[config.mk]
export PLATFORM = sky130hd
export DESIGN_NAME = button_lockout_debouncer_top_flat
export DESIGN_NICKNAME = d
export VERILOG_FILES = /design/src/rtl/bld_pkg.sv /design/src/rtl/bld_if.sv /design/src/rtl/bld_core.sv /design/src/rtl/button_lockout_debouncer_top.sv /design/src/flat_wrapper.sv
export VERILOG_INCLUDE_DIRS = /design/src /design/src/rtl
export SDC_FILE = /design/constraint.sdc
export NUM_CORES = 1
export LEC_CHECK = 0
export ABC_AREA = 1
export CORE_MARGIN = 3
export CORE_UTILIZATION = 40
export DETAILED_ROUTE_END_ITERATION = 7
export DONT_BUFFER_PORTS = 1
export PLACE_DENSITY_LB_ADDON = 0.05
export SYNTH_ARGS = -nofsm -noshare
export SYNTH_HDL_FRONTEND = slang
export SYNTH_SLANG_ARGS = --single-unit
[constraint.sdc]
create_clock -name clk -period 6.4 [get_ports clk]
set_input_delay 1.92 -clock clk [delete_from_list [all_inputs] [get_ports clk]]
set_output_delay 1.92 -clock clk [all_outputs]
set_load 0.01 [all_outputs]
[src/rtl/button_lockout_debouncer_top_defines.svh]
// Assertion macros for the button lockout debouncer.
// Included by the top-level RTL, which carries the concurrent assertions; no dependencies.
`ifndef BUTTON_LOCKOUT_DEBOUNCER_TOP_DEFINES_SVH
`define BUTTON_LOCKOUT_DEBOUNCER_TOP_DEFINES_SVH

// Same-cycle implication, checked outside reset.
`define BLD_ASSERT_NOW(label, clk, rst, ante, cons, msg) \
  label: assert property (@(posedge clk) disable iff (rst) (ante) |-> (cons)) \
    else $error(msg);

// Next-cycle implication, checked outside reset.
`define BLD_ASSERT_NEXT(label, clk, rst, ante, cons, msg) \
  label: assert property (@(posedge clk) disable iff (rst) (ante) |=> (cons)) \
    else $error(msg);

`endif

[src/rtl/bld_pkg.sv]
// Shared types and constants of the button lockout debouncer.
// No dependencies; used by the interfaces, bld_core and the top level.
`default_nettype none

package bld_pkg;

  typedef logic [1:0] cfg_idx_t;

  localparam cfg_idx_t CFG_INVERT_LEVEL  = 2'd0;
  localparam cfg_idx_t CFG_DEBOUNCE_TIME = 2'd1;
  localparam cfg_idx_t CFG_HOLD_TIME     = 2'd2;

  localparam logic [31:0] DEBOUNCE_TIME_RESET = 32'd25;
  localparam logic [31:0] HOLD_TIME_RESET     = 32'd1000;

  typedef struct packed {
    logic        invert_level;
    logic [31:0] debounce_time;
    logic [31:0] hold_time;
  } cfg_t;

  typedef struct packed {
    logic        pressed_now;
    logic        press_edge;
    logic        release_edge;
    logic        held_pressed;
    logic        held_released;
    logic [31:0] change_time;
  } result_t;

endpackage

`default_nettype wire

[src/rtl/bld_if.sv]
// Valid/ready channel interfaces: sample input, result output, register writes.
// Depends on bld_pkg.
`default_nettype none

interface bld_sample_if;
  logic        valid;
  logic        ready;
  logic [31:0] now_ms;
  logic        pin_level;

  modport source (output valid, output now_ms, output pin_level, input ready);
  modport sink   (input valid, input now_ms, input pin_level, output ready);
endinterface

interface bld_result_if;
  logic        valid;
  logic        ready;
  logic        pressed_now;
  logic        press_edge;
  logic        release_edge;
  logic        held_pressed;
  logic        held_released;
  logic [31:0] change_time;

  modport source (output valid, output pressed_now, output press_edge,
                  output release_edge, output held_pressed, output held_released,
                  output change_time, input ready);
  modport sink   (input valid, input pressed_now, input press_edge,
                  input release_edge, input held_pressed, input held_released,
                  input change_time, output ready);
endinterface

interface bld_cfg_if;
  logic               valid;
  logic               ready;
  bld_pkg::cfg_idx_t  index;
  logic [31:0]        data;

  modport source (output valid, output index, output data, input ready);
  modport sink   (input valid, input index, input data, output ready);
endinterface

`default_nettype wire

[src/rtl/bld_core.sv]
// Debounce step: lockout check, state update and held flags for one sample.
// Depends on bld_pkg.
`default_nettype none

module bld_core #(
  parameter int unsigned TIME_BITS = 32
) (
  input  bld_pkg::cfg_t          cfg,
  input  logic [31:0]            now_ms,
  input  logic                   pin_level,
  input  logic                   stable_level,
  input  logic [TIME_BITS-1:0]   last_change_stamp,
  output logic                   stable_level_next,
  output logic [TIME_BITS-1:0]   last_change_stamp_next,
  output bld_pkg::result_t       res
);
  import bld_pkg::*;

  logic [TIME_BITS-1:0] now_t;
  logic [TIME_BITS-1:0] debounce_t;
  logic [TIME_BITS-1:0] hold_t;
  logic [TIME_BITS-1:0] since;
  logic                 level;
  logic                 unlocked;
  logic                 changed;
  logic                 held;

  assign now_t      = TIME_BITS'(now_ms);
  assign debounce_t = TIME_BITS'(cfg.debounce_time);
  assign hold_t     = TIME_BITS'(cfg.hold_time);
  assign level      = pin_level ^ cfg.invert_level;

  // modular elapsed time since last accepted change
  assign since    = now_t - last_change_stamp;
  assign unlocked = (since >= debounce_t);
  assign changed  = unlocked && (level != stable_level);

  assign stable_level_next      = unlocked ? level : stable_level;
  assign last_change_stamp_next = changed ? now_t : last_change_stamp;

  // on a change the elapsed time restarts at zero
  assign held = changed ? (hold_t == '0) : (since >= hold_t);

  always_comb begin
    res.pressed_now   = stable_level_next;
    res.press_edge    = changed && stable_level_next;
    res.release_edge  = changed && !stable_level_next;
    res.held_pressed  = stable_level_next && held;
    res.held_released = !stable_level_next && held;
    res.change_time   = 32'(last_change_stamp_next);
  end

endmodule

`default_nettype wire

[src/rtl/button_lockout_debouncer_top.sv]
// A sample accepted into the input stage moves on to the result register when the result stage advances.
// Throughput: one sample per cycle while the result channel does not stall; the debounce state is read and written
// in the single compute stage, so each sample sees the state left by the one before.
// Reset (rst, synchronous): button released, change time zero, lockout 25,
// hold 1000, no inversion; both pipeline stages empty, no channel ready.
`default_nettype none

module button_lockout_debouncer_top #(
  parameter int unsigned TIME_BITS = 32
) (
  input  logic          clk,
  input  logic          rst,
  bld_sample_if.sink    sample,
  bld_result_if.source  result,
  bld_cfg_if.sink       cfg
);
  import bld_pkg::*;

`include "button_lockout_debouncer_top_defines.svh"

  // configuration registers
  cfg_t                 cfg_reg;

  // input stage
  logic                 s_valid;
  logic [31:0]          s_now_ms;
  logic                 s_pin_level;

  // debounce state
  logic                 stable_level;
  logic [TIME_BITS-1:0] last_change_stamp;
  logic                 stable_level_next;
  logic [TIME_BITS-1:0] last_change_stamp_next;

  // result stage
  logic                 o_valid;
  result_t              o_res;
  result_t              res_next;

  logic                 advance;
  logic                 sample_ready;

  // result stage frees when empty or being taken
  assign advance      = !o_valid || result.ready;
  // nothing is taken while reset is held
  assign sample_ready = !rst && (!s_valid || advance);
  assign sample.ready = sample_ready;
  assign cfg.ready    = !rst;

  bld_core #(
    .TIME_BITS (TIME_BITS)
  ) u_core (
    .cfg                    (cfg_reg),
    .now_ms                 (s_now_ms),
    .pin_level              (s_pin_level),
    .stable_level           (stable_level),
    .last_change_stamp      (last_change_stamp),
    .stable_level_next      (stable_level_next),
    .last_change_stamp_next (last_change_stamp_next),
    .res                    (res_next)
  );

  // control, state and config
  always_ff @(posedge clk) begin
    if (rst) begin
      s_valid               <= 1'b0;
      o_valid               <= 1'b0;
      stable_level          <= 1'b0;
      last_change_stamp     <= '0;
      cfg_reg.invert_level  <= 1'b0;
      cfg_reg.debounce_time <= DEBOUNCE_TIME_RESET;
      cfg_reg.hold_time     <= HOLD_TIME_RESET;
    end else begin
      if (cfg.valid) begin
        unique case (cfg.index)
          CFG_INVERT_LEVEL:  cfg_reg.invert_level  <= cfg.data[0];
          CFG_DEBOUNCE_TIME: cfg_reg.debounce_time <= cfg.data;
          CFG_HOLD_TIME:     cfg_reg.hold_time     <= cfg.data;
          default: ;
        endcase
      end
      if (sample_ready) begin
        s_valid <= sample.valid;
      end
      if (advance) begin
        o_valid <= s_valid;
        if (s_valid) begin
          stable_level      <= stable_level_next;
          last_change_stamp <= last_change_stamp_next;
        end
      end
    end
  end

  // payload registers
  always_ff @(posedge clk) begin
    if (sample.valid && sample_ready) begin
      s_now_ms    <= sample.now_ms;
      s_pin_level <= sample.pin_level;
    end
    if (advance && s_valid) begin
      o_res <= res_next;
    end
  end

  assign result.valid         = o_valid;
  assign result.pressed_now   = o_res.pressed_now;
  assign result.press_edge    = o_res.press_edge;
  assign result.release_edge  = o_res.release_edge;
  assign result.held_pressed  = o_res.held_pressed;
  assign result.held_released = o_res.held_released;
  assign result.change_time   = o_res.change_time;

  // a pending item in the input stage is never dropped while the output stalls
  `BLD_ASSERT_NEXT(a_hold_stage, clk, rst, s_valid && !advance, s_valid, "input stage item lost")
  // state only moves when an item is processed
  `BLD_ASSERT_NEXT(a_state_stable, clk, rst, !(advance && s_valid), $stable(stable_level) && $stable(last_change_stamp), "debounce state moved without item")
  // an edge in a fresh result matches the state change that produced it
  `BLD_ASSERT_NEXT(a_edge_match, clk, rst, advance && s_valid, (stable_level != $past(stable_level)) == (o_res.press_edge || o_res.release_edge), "edge flag disagrees with state change")
  // shown result agrees with the stored state it left behind
  `BLD_ASSERT_NOW(a_result_state, clk, rst, o_valid && !s_valid, o_res.pressed_now == stable_level, "result level differs from stored state")

endmodule

`default_nettype wire

[src/flat_wrapper.sv]
// flat-port wrapper written by rule: the top's interface ports become plain ports
module button_lockout_debouncer_top_flat import bld_pkg::*;
#(
  parameter int unsigned TIME_BITS = 32
)
  (clk, rst, sample_valid, sample_now_ms, sample_pin_level, sample_ready, result_valid, result_pressed_now, result_press_edge, result_release_edge, result_held_pressed, result_held_released, result_change_time, result_ready, cfg_valid, cfg_index, cfg_data, cfg_ready);
  bld_sample_if sample_i ();
  bld_result_if result_i ();
  bld_cfg_if cfg_i ();
  input  logic clk;
  input  logic rst;
  input wire logic [$bits(sample_i.valid)-1:0] sample_valid;
  input wire logic [$bits(sample_i.now_ms)-1:0] sample_now_ms;
  input wire logic [$bits(sample_i.pin_level)-1:0] sample_pin_level;
  output wire logic [$bits(sample_i.ready)-1:0] sample_ready;
  output wire logic [$bits(result_i.valid)-1:0] result_valid;
  output wire logic [$bits(result_i.pressed_now)-1:0] result_pressed_now;
  output wire logic [$bits(result_i.press_edge)-1:0] result_press_edge;
  output wire logic [$bits(result_i.release_edge)-1:0] result_release_edge;
  output wire logic [$bits(result_i.held_pressed)-1:0] result_held_pressed;
  output wire logic [$bits(result_i.held_released)-1:0] result_held_released;
  output wire logic [$bits(result_i.change_time)-1:0] result_change_time;
  input wire logic [$bits(result_i.ready)-1:0] result_ready;
  input wire logic [$bits(cfg_i.valid)-1:0] cfg_valid;
  input wire logic [$bits(cfg_i.index)-1:0] cfg_index;
  input wire logic [$bits(cfg_i.data)-1:0] cfg_data;
  output wire logic [$bits(cfg_i.ready)-1:0] cfg_ready;
  assign sample_i.valid = sample_valid;
  assign sample_i.now_ms = sample_now_ms;
  assign sample_i.pin_level = sample_pin_level;
  assign sample_ready = sample_i.ready;
  assign result_valid = result_i.valid;
  assign result_pressed_now = result_i.pressed_now;
  assign result_press_edge = result_i.press_edge;
  assign result_release_edge = result_i.release_edge;
  assign result_held_pressed = result_i.held_pressed;
  assign result_held_released = result_i.held_released;
  assign result_change_time = result_i.change_time;
  assign result_i.ready = result_ready;
  assign cfg_i.valid = cfg_valid;
  assign cfg_i.index = cfg_index;
  assign cfg_i.data = cfg_data;
  assign cfg_ready = cfg_i.ready;
  button_lockout_debouncer_top #(.TIME_BITS(TIME_BITS)) u_core (.clk(clk), .rst(rst), .sample(sample_i), .result(result_i), .cfg(cfg_i));
endmodule
==> results of run 1 <==
==> critical path, cell delays in order, from the launching register on <==
cell	delay (ns)
edfxtp_1	0.40
inv_1	0.07
ha_1	0.14
inv_1	0.06
fa_1	0.39
nand2_1	0.08
nand2_1	0.05
o21ai_0	0.18
inv_1	0.14
nand4_1	0.12
nand3_1	0.21
a21oi_1	0.22
xnor2_1	0.15
ha_1	0.30
nand2_1	0.04
nor2_1	0.12
nand2_1	0.10
nor4_2	0.15
nand2_1	0.12
nand2_4	0.34
nand2_4	0.37
inv_1	0.17
nand2_1	0.06
nand2_1	0.08
nor2_1	0.05
==> cell families (layout without fill, tap and decap cells) <==
group,count (synthesis),in the layout
AO/OA/AOI/OAI,274,274
flip-flops,170,170
other,0,1
AND/OR/NAND/NOR,434,434
buffers and inverters,233,233
XOR/XNOR,28,28
adder cells (fa/ha/maj),96,96
==> per-stage QoR <==
step	instances	hold WS, ns	worst slack [ns]
after floorplan	1235	0.4353	1.741
after global placement	1522	0.4560	2.001
after detailed placement	1522	0.4585	1.998
after CTS	1554	0.4687	1.962
after global routing	1554	0.4891	1.521
final	1555	0.4663	1.970
==> path summary, 6_finish.rpt <==
kind | slack, ns | depth (start not counted) | to
setup reg to reg | 1.97 | 24 | u_core.result.held_released
hold reg to reg | 0.47 | 2 | u_core.cfg_reg[37]
hold / removal | 0.47 | 2 | u_core.cfg_reg[37]
setup / recovery | 1.97 | 24 | u_core.result.held_released
==> where the power goes <==
part	internal (mW)	leakage, nW	switching, mW	total (mW)
clock	0.663	0.317	0.456	1.12
sequential	1.22	1.48	0.0435	1.26
combinational	0.276	2.92	0.545	0.821
==> layout make-up <==
| type | instances | area, um^2 |
|---|---|---|
| Inverter | 195 | 732.0 |
| Clock inverter | 9 | 118.9 |
| Antenna cell | 1 | 2.502 |
| Sequential cell | 170 | 4104 |
| Timing Repair Buffer | 6 | 45.04 |
| Tap cell | 319 | 399.1 |
| Multi-Input combinational cell | 832 | 4756 |
| Clock buffer | 23 | 521.8 |
| Fill cell | 2418 | 13070 |
==> placed cells by master, fill, tap and decap left out, drive strengths merged <==
| master | count |
|---|---|
| diode | 1 |
| nand4 | 16 |
| a21oi | 155 |
| o21a | 4 |
| bufinv | 2 |
| nor3 | 8 |
| nor2 | 59 |
| inv | 200 |
| edfxtp | 70 |
| dfxtp | 100 |
| a21o | 6 |
| o2111ai | 1 |
| nand2 | 253 |
| xor2 | 20 |
| and3 | 1 |
| a21boi | 1 |
| o21ai | 88 |
| o21bai | 4 |
| clkinv | 2 |
| clkbuf | 23 |
| and2 | 1 |
| fa | 1 |
| buf | 6 |
| nand3 | 86 |
| xnor2 | 8 |
| a31oi | 6 |
| o211ai | 9 |
| ha | 95 |
| nor4 | 10 |
==> routing by layer <==
metal,up-vias,track usage (%)
met2,140,32.42
met5,-,0
li1,4103,-
met4,0,5.273
met1,3555,25.57
met3,18,3.826
==> results.toml, run 1 <==
[min_path]
min-delay-path-class = "register to register"
min-delay-start = "u_core.cfg_reg[37]"

[critical_path]
critPathRequiredTime_ns = 6.58
cp_max_fo = 35
cp-end-kind = "register"
critPathLaunch = "u_core.s_now_ms[0]"
cp.arrival_ns = 4.61
path_class = "register to register"
rr_startpoint = "u_core.s_now_ms[0]"
cp-start-kind = "register"

[timing]
fin_skew_ns = 0.01736
worst_slew_pin_slew_ns = 1.081
min_period_ns = 4.430
setup_viol = 0
fin_tns_setup_ns = 0
finalHoldViolCount = 0
fin_crit_sh_pct = 69.22
fmax_mhz = 225.7
slew_violations = 0
relSlewSlack_pct = 27.74
rsz0062_at_grt = "false"

[power]
power_mw = 3.204
powerDensity_nw_per_um2 = 300.1
ir_drop_mv = 0.1100
leakagePower_nw = 4.720

[die]
core_region_area_um2 = 23750
die-area_um2 = 26320
initial_core_util_pct = 41.10
fp.dieW_um = 162.2
row_count = 56
ios = 112
die_h_um = 162.2

[drt]
drt-initial-drc-count = 451
drc = 0
wl_met1_um = 11650
routed_wl_um = 25170
vias = 7816
ant_nets = 0
route.met2.wl_um = 12250
wl_per_cell_um = 16.19
routed.top_layer = "met4"
dr.pass1.iters = 5
viasPerCell = 5.026
wl_met3_um = 964

[yosys]
synthTopCellsByArea = "edfxtp_1 22%, dfxtp_1 21%, ha_1 12%"
synth-seq-area-share_pct = 42.04
ys_warn_count = 0
synth_cell_type_count = 36
synthArstFlopShare_pct = 0
syn_area_per_cell_um2 = 7.905
synth.top_cell.area_share_pct = 21.53
yosys.area_share.simple_pct = 18.93
synth_ff_type = "dfxtp_1"
synth_top_family_by_area = "simple AND/OR/NAND/NOR gates"
synthAdderAreaFrac_pct = 12.38
synthesis.area_um2 = 9763
synthTopCellsByCount = "251 x nand2_1, 193 x inv_1, 155 x a21oi_1"
synth-edff-count = 70
yosysMostFrequentCell = "nand2_1"
synth_top_area_cell = "edfxtp_1"
ys_seq_elements = 170
syn-num-nets = 1403
syn_inst = 1235
synth_compound_area_share_pct = 14.81
yosys.area_share.xor_xnor_pct = 2.512
muxShareOfSynthArea_pct = 0

[finish]
post-route-util_pct = 44.96
nNetsFinal = 1390
largest_reg_flops = 65
layout-drive-gt1-share_pct = 3.644
areaGrowthSynthToFinish_pct = 9.381
design_area_um2 = 10680

[grt]
grt-ovfl-total = 0
grt_pass1_vias = 7394
grt_max_degree = 66
grt_usage_pct = 19.36
grt_antenna_before_repair = 0
grt_pass1_wl_um = 39910

[cts]
cts.sinks = 170
cts_made_buffers = 17
clk_path_buf_depth = 2
root_buffer = "clkbuf_16"
post_cts_buffers = 0
clk_latency_ns = 0.44
h-tree-depth = 4
cts_tree = "built"
clk_pin_slew_ns = 0.07
post_cts_resized = 0
ctsHoldBuffers = 0

[placement]
placed_area_um2 = 10040
dp_hpwl_um = 18680
portBuffers = 0
gp_congestion = 0.8910

[flow_run]
maxCapViolCount = 0

[outcome]
outcome = "finished clean"
(Power assumes the default switching activity.)
==> run 2: changes to the inputs <==
- clock period: 6.4 -> 4 ns (I/O delays scaled with it)
==> run 2 against run 1 <==
  * Worst setup slack worse by 1.7 ns
  * Wire length rose by 5.0%
  * Sequential share of layout area down 1.7 points
  * Sequential cell count is the same
  * Critical endpoint is now u_core.result.change_time[27]
==> results.toml, run 2 (synthesized netlist as in run 1, its figures left out) <==
[outcome]
outcome = "finished clean"

[die]
fp.dieW_um = 162.2
ios = 112
core_region_area_um2 = 23750
die-area_um2 = 26320
die_h_um = 162.2
initial_core_util_pct = 41.10
row_count = 56

[timing]
fin_tns_setup_ns = 0
fin_crit_sh_pct = 94.02
min_period_ns = 3.761
relSlewSlack_pct = 47.68
fin_skew_ns = 0.02388
fmax_mhz = 265.9
worst_slew_pin_slew_ns = 0.7837
slew_violations = 0
setup_viol = 0
finalHoldViolCount = 0

[drt]
wl_per_cell_um = 16.75
drc = 0
vias = 7873
routed_wl_um = 26430
ant_nets = 0
viasPerCell = 4.989
drt-initial-drc-count = 522
dr.pass1.iters = 6

[min_path]
min-delay-path-class = "register to register"

[placement]
gp_congestion = 0.8706
placed_area_um2 = 10210
dp_hpwl_um = 19130
portBuffers = 0

[finish]
antenna_cells = 0
final_cell_mix = "244 x nand2_1, 192 x inv_1, 142 x a21oi_1"
nNetsFinal = 1414
final_common_cell = "nand2_1"
design_area_um2 = 11180
layout-drive-gt1-share_pct = 9.849
areaGrowthSynthToFinish_pct = 14.56
fillers = 2364
largest_reg_flops = 65
post-route-util_pct = 47.09

[grt]
grt_usage_pct = 19.66
grt_max_degree = 51
grt_pass1_wl_um = 40590
grt_pass1_vias = 7494
grt_antenna_before_repair = 0
grt-ovfl-total = 0

[cts]
cts_tree = "built"
cts.sinks = 170
ctsHoldBuffers = 0
clk_path_buf_depth = 2
root_buffer = "clkbuf_16"
clk_pin_slew_ns = 0.08
h-tree-depth = 4
cts_made_buffers = 17
clk_latency_ns = 0.45

[power]
leakagePower_nw = 4.879
powerDensity_nw_per_um2 = 463.4
ir_drop_mv = 0.2221

[critical_path]
crit_chain = "inv_1 > ha_1 > inv_1 > fa_2 > nand2_2 > nand2_2 > o21ai_4 > o21ai_4 > nand2_1 > nand2_2 > nand4_1 > nand3_2 > xor2_2 > ha_1 > nand2_2 > nor2_4 > nand2_2 > nor4_4 > nand2_2 > nand2_4 > nand2_8 > clkbuf_16 > nand2_1 > nand2_1"
critPathRequiredTime_ns = 4.18
critPathMaxStageDelay_ns = 0.40
cp.arrival_ns = 3.94
cp_max_fo = 7
cp-end-kind = "register"
cpMostUsedCell = "nand2_2"
path_class = "register to register"
crit_slowest_cell = "fa_2"
cp-start-kind = "register"
crit_buf_inv = 3
path_delay_family = "simple AND/OR/NAND/NOR gates"

[flow_run]
maxCapViolCount = 0
-- run 2: path summary, 6_finish.rpt --
check | from | endpoint | slack (ns) | cells after the start
worst max-delay path | u_core.s_now_ms[0] | u_core.result.change_time[27] | 0.24 | 24
worst min register to register | u_core.cfg_reg[37] | u_core.cfg_reg[37] | 0.46 | 2
worst max register to register | u_core.s_now_ms[0] | u_core.result.change_time[27] | 0.24 | 24
worst min-delay path | u_core.cfg_reg[37] | u_core.cfg_reg[37] | 0.46 | 2
-- run 2: worst register-to-register path, stage by stage (launching register included) --
cell       delay [ns]
edfxtp_1         0.39
inv_1            0.08
ha_1             0.13
inv_1            0.07
fa_2             0.40
nand2_2          0.08
nand2_2          0.06
o21ai_4          0.09
o21ai_4          0.11
nand2_1          0.10
nand2_2          0.06
nand4_1          0.11
nand3_2          0.10
xor2_2           0.17
ha_1             0.31
nand2_2          0.08
nor2_4           0.09
nand2_2          0.08
nor4_4           0.25
nand2_2          0.10
nand2_4          0.15
nand2_8          0.13
clkbuf_16        0.22
nand2_1          0.07
nand2_1          0.06
-- run 2: power breakdown --
group          switching (mW)  internal (mW)
Combinational           0.953          0.590
Sequential             0.0725           1.95
Clock                   0.743          0.873
Total                    1.77           3.41
-- run 2: through the flow --
stage / hold slack (ns) / power [mW] / instances / setup WS, ns
3_3_place_gp: 0.4528 / 3.446 / 1537 / 0.09647
6_report: 0.4626 / 5.183 / 1578 / 0.2390
2_1_floorplan: 0.4353 / 3.058 / 1235 / 0.4010
5_1_grt: 0.4924 / 5.508 / 1578 / -0.002974
4_1_cts: 0.4661 / 5.091 / 1569 / 0.08051
3_5_place_dp: 0.4547 / 3.461 / 1537 / 0.1048
-- run 2: per-layer routing --
layer / up-vias / GRT usage [%] / routed length, um
li1: 4146 / - / -
met2: 145 / 33.03 / 12650
met3: 20 / 3.494 / 983
met4: 0 / 5.661 / 426
met5: - / 0 / 0
met1: 3562 / 26.00 / 12360
-- run 2: what timing repair did --
action,in CTS,in global routing
endpoints found under the setup margin,0,70
buffers inserted,0,6
endpoints found under the hold margin,0,0
resized for setup,0,69
-- run 2: layout make-up --
class	instances	area [um^2]	area share [%]
Clock buffer	21	481.7	4.307
Clock inverter	11	81.33	0.7271
Inverter	195	732.0	6.544
Multi-Input combinational cell	832	5046	45.12
Sequential cell	170	4104	36.69
Tap cell	319	399.1	3.569
Timing Repair Buffer	30	340.3	3.043
==> run 3: changes to the inputs <==
- ABC_AREA: 1 -> default
- CORE_UTILIZATION: 40 -> 50
==> run 3 against run 2 <==
  * The flow now finishes with violations (negative setup slack)
  * Non-clock buffer count rose by 107
  * Register-to-register slack lost 0.97 ns
  * Worst hold slack worse by 0.011 ns
  * Worst setup slack worse by 0.97 ns
  * Count of clock-buffer cells in the layout shrank 3
  * Highest routed layer unchanged
==> results.toml, run 3 <==
[yosys]
syn_area_per_cell_um2 = 9.194
ys_warn_count = 0
yosys.area_share.xor_xnor_pct = 3.042
synth-edff-count = 70
synth_top_family_by_area = "compound AO/OA/AOI/OAI gates"
synth_ff_type = "dfxtp_1"
synth-seq-area-share_pct = 44.55
yosys.area_share.simple_pct = 13.88
syn-num-nets = 1170
synth_compound_area_share_pct = 15.96
synthesis.area_um2 = 9213
synth.top_cell.area_share_pct = 22.82
synthTopCellsByArea = "edfxtp_1 23%, dfxtp_1 22%, ha_1 13%"
ys_seq_elements = 170
synth_top_area_cell = "edfxtp_1"
synthAdderAreaFrac_pct = 13.12
synthArstFlopShare_pct = 0
synth_cell_type_count = 64
syn_inst = 1002
yosysMostFrequentCell = "nand2_1"
synthTopCellsByCount = "179 x nand2_1, 104 x inv_1, 100 x dfxtp_1"
muxShareOfSynthArea_pct = 3.830

[timing]
worst_slew_pin_slew_ns = 0.7258
rsz0062_at_grt = "true"
timing.hold.ws_ns = 0.4519
slew_violations = 0
relSlewSlack_pct = 51.51
finalHoldViolCount = 0
fin_skew_ns = 0.01123
min_period_ns = 4.735
fin_crit_sh_pct = 118.4
fin_tns_setup_ns = -45.75
fmax_mhz = 211.2
setup_ws_ns = -0.7354
setup_viol = 70

[drt]
vias = 7401
viasPerCell = 5.410
drt-initial-drc-count = 353
routed_wl_um = 24450
dr.pass1.iters = 5
wl_per_cell_um = 17.87
drc = 0
ant_nets = 0

[die]
core_region_area_um2 = 18020
initial_core_util_pct = 51.11
ios = 112
die_h_um = 141.7
die-area_um2 = 20090
fp.dieW_um = 141.7
row_count = 49

[outcome]
violations = "negative setup slack"
outcome = "finished, violations left"

[finish]
post-route-util_pct = 64.06
layout-drive-gt1-share_pct = 21.95
finalNonFillerCells = 1368
areaGrowthSynthToFinish_pct = 25.34
final_common_cell = "nand2_1"
largest_reg_flops = 65
fillers = 1559
design_area_um2 = 11550
antenna_cells = 0
final_cell_mix = "156 x nand2_1, 110 x buf_4, 101 x inv_1"
nNetsFinal = 1294

[critical_path]
critPathRequiredTime_ns = 4.32
cp_max_fo = 8
cp.arrival_ns = 5.05
path_class = "register to register"
cp-end-kind = "register"
cp-start-kind = "register"
worstRegToRegCells = 24

[cts]
ctsHoldBuffers = 0
clk_latency_ns = 0.43
cts_made_buffers = 17
root_buffer = "clkbuf_16"
clk_pin_slew_ns = 0.07
cts.sinks = 170
cts_tree = "built"
h-tree-depth = 4
clk_path_buf_depth = 2

[grt]
grt_antenna_before_repair = 0
grt_max_degree = 94
grt-ovfl-total = 0
grt_pass1_vias = 7524
grt_pass1_wl_um = 38540
grt_usage_pct = 24.36

[placement]
gp_congestion = 0.8637
portBuffers = 0
dp.cells = 1308
placed_area_um2 = 10290
dpl_worst_slack_ns = -0.8692
dp_hpwl_um = 16140

[flow_run]
maxCapViolCount = 0

[min_path]
min-delay-path-class = "register to register"
holdPathStages = 2

[power]
power_mw = 4.963
leakagePower_nw = 4.523
powerDensity_nw_per_um2 = 429.8
ir_drop_mv = 0.3083
## run 3: cell count changes after synthesis, moves of 33 or more
cell | previous run | this run
nand2_1 | 251 | 179
o21ai_0 | 83 | 38
a21oi_1 | 155 | 98
nand3_1 | 86 | 9
mux2i_1 | 0 | 33
inv_1 | 193 | 104
## run 3: logic make-up after synthesis
logic type,Yosys count
simple gates,298
compound gates,234
flops,170
buf+inv,137
fa+ha+maj,96
mux,35
xor+xnor,32
## run 3: worst paths after layout
| kind | from | endpoint | slack, ns |
|---|---|---|---|
| max reg2reg | u_core.s_now_ms[0] | u_core.last_change_stamp[13] | -0.74 |
| min reg2reg | u_core.cfg_reg[44] | u_core.cfg_reg[44] | 0.45 |
| min | u_core.cfg_reg[44] | u_core.cfg_reg[44] | 0.45 |
| max | u_core.s_now_ms[0] | u_core.last_change_stamp[13] | -0.74 |
## run 3: power breakdown
group	internal, mW	switching (mW)	leakage (nW)
Combinational	0.697	0.684	2.76
Clock	0.842	0.763	0.281
Sequential	1.91	0.0643	1.48
Total	3.45	1.51	4.52
## run 3: per-layer routing
layer | routed length [um] | GRT usage (%)
met2 | 12110 | 41.96
met1 | 10950 | 31.42
met4 | 340 | 6.010
met3 | 1055 | 5.022
met5 | 0 | 0
## run 3: critical path: stages, from the launching register on
cell       delay, ns
edfxtp_1        0.42
inv_2           0.10
ha_4            0.15
inv_2           0.04
fa_2            0.34
a21oi_2         0.17
o22ai_2         0.14
a2111oi_4       0.42
nor2_2          0.08
a311o_2         0.39
a2111o_1        0.39
o211ai_2        0.10
xnor2_2         0.09
ha_1            0.20
a21oi_1         0.14
nor2b_1         0.06
o21ai_1         0.12
nand2b_1        0.12
o31ai_4         0.32
buf_4           0.20
a21boi_4        0.06
buf_12          0.16
buf_12          0.14
mux2i_2         0.20
nor2_1          0.07
## run 3: layout make-up
cell class              count  area, um^2  share of cell area, %
multi-input cells         695        4877                  42.24
flip-flops and latches    170        4104                  35.54
repair buffers            137        1313                  11.37
clock buffers              18       439.2                  3.803
inverters                 105       399.1                  3.457
well taps                 229       286.5                  2.481
clock inverters            14       128.9                  1.116
## run 3: timing repair
item | 4_1_cts | 5_1_grt
setup endpoints to repair | 70 | 70
pin swaps | 26 | 18
buffers inserted | 20 | 5
gates cloned | 9 | 1
gates resized for setup | 86 | 23
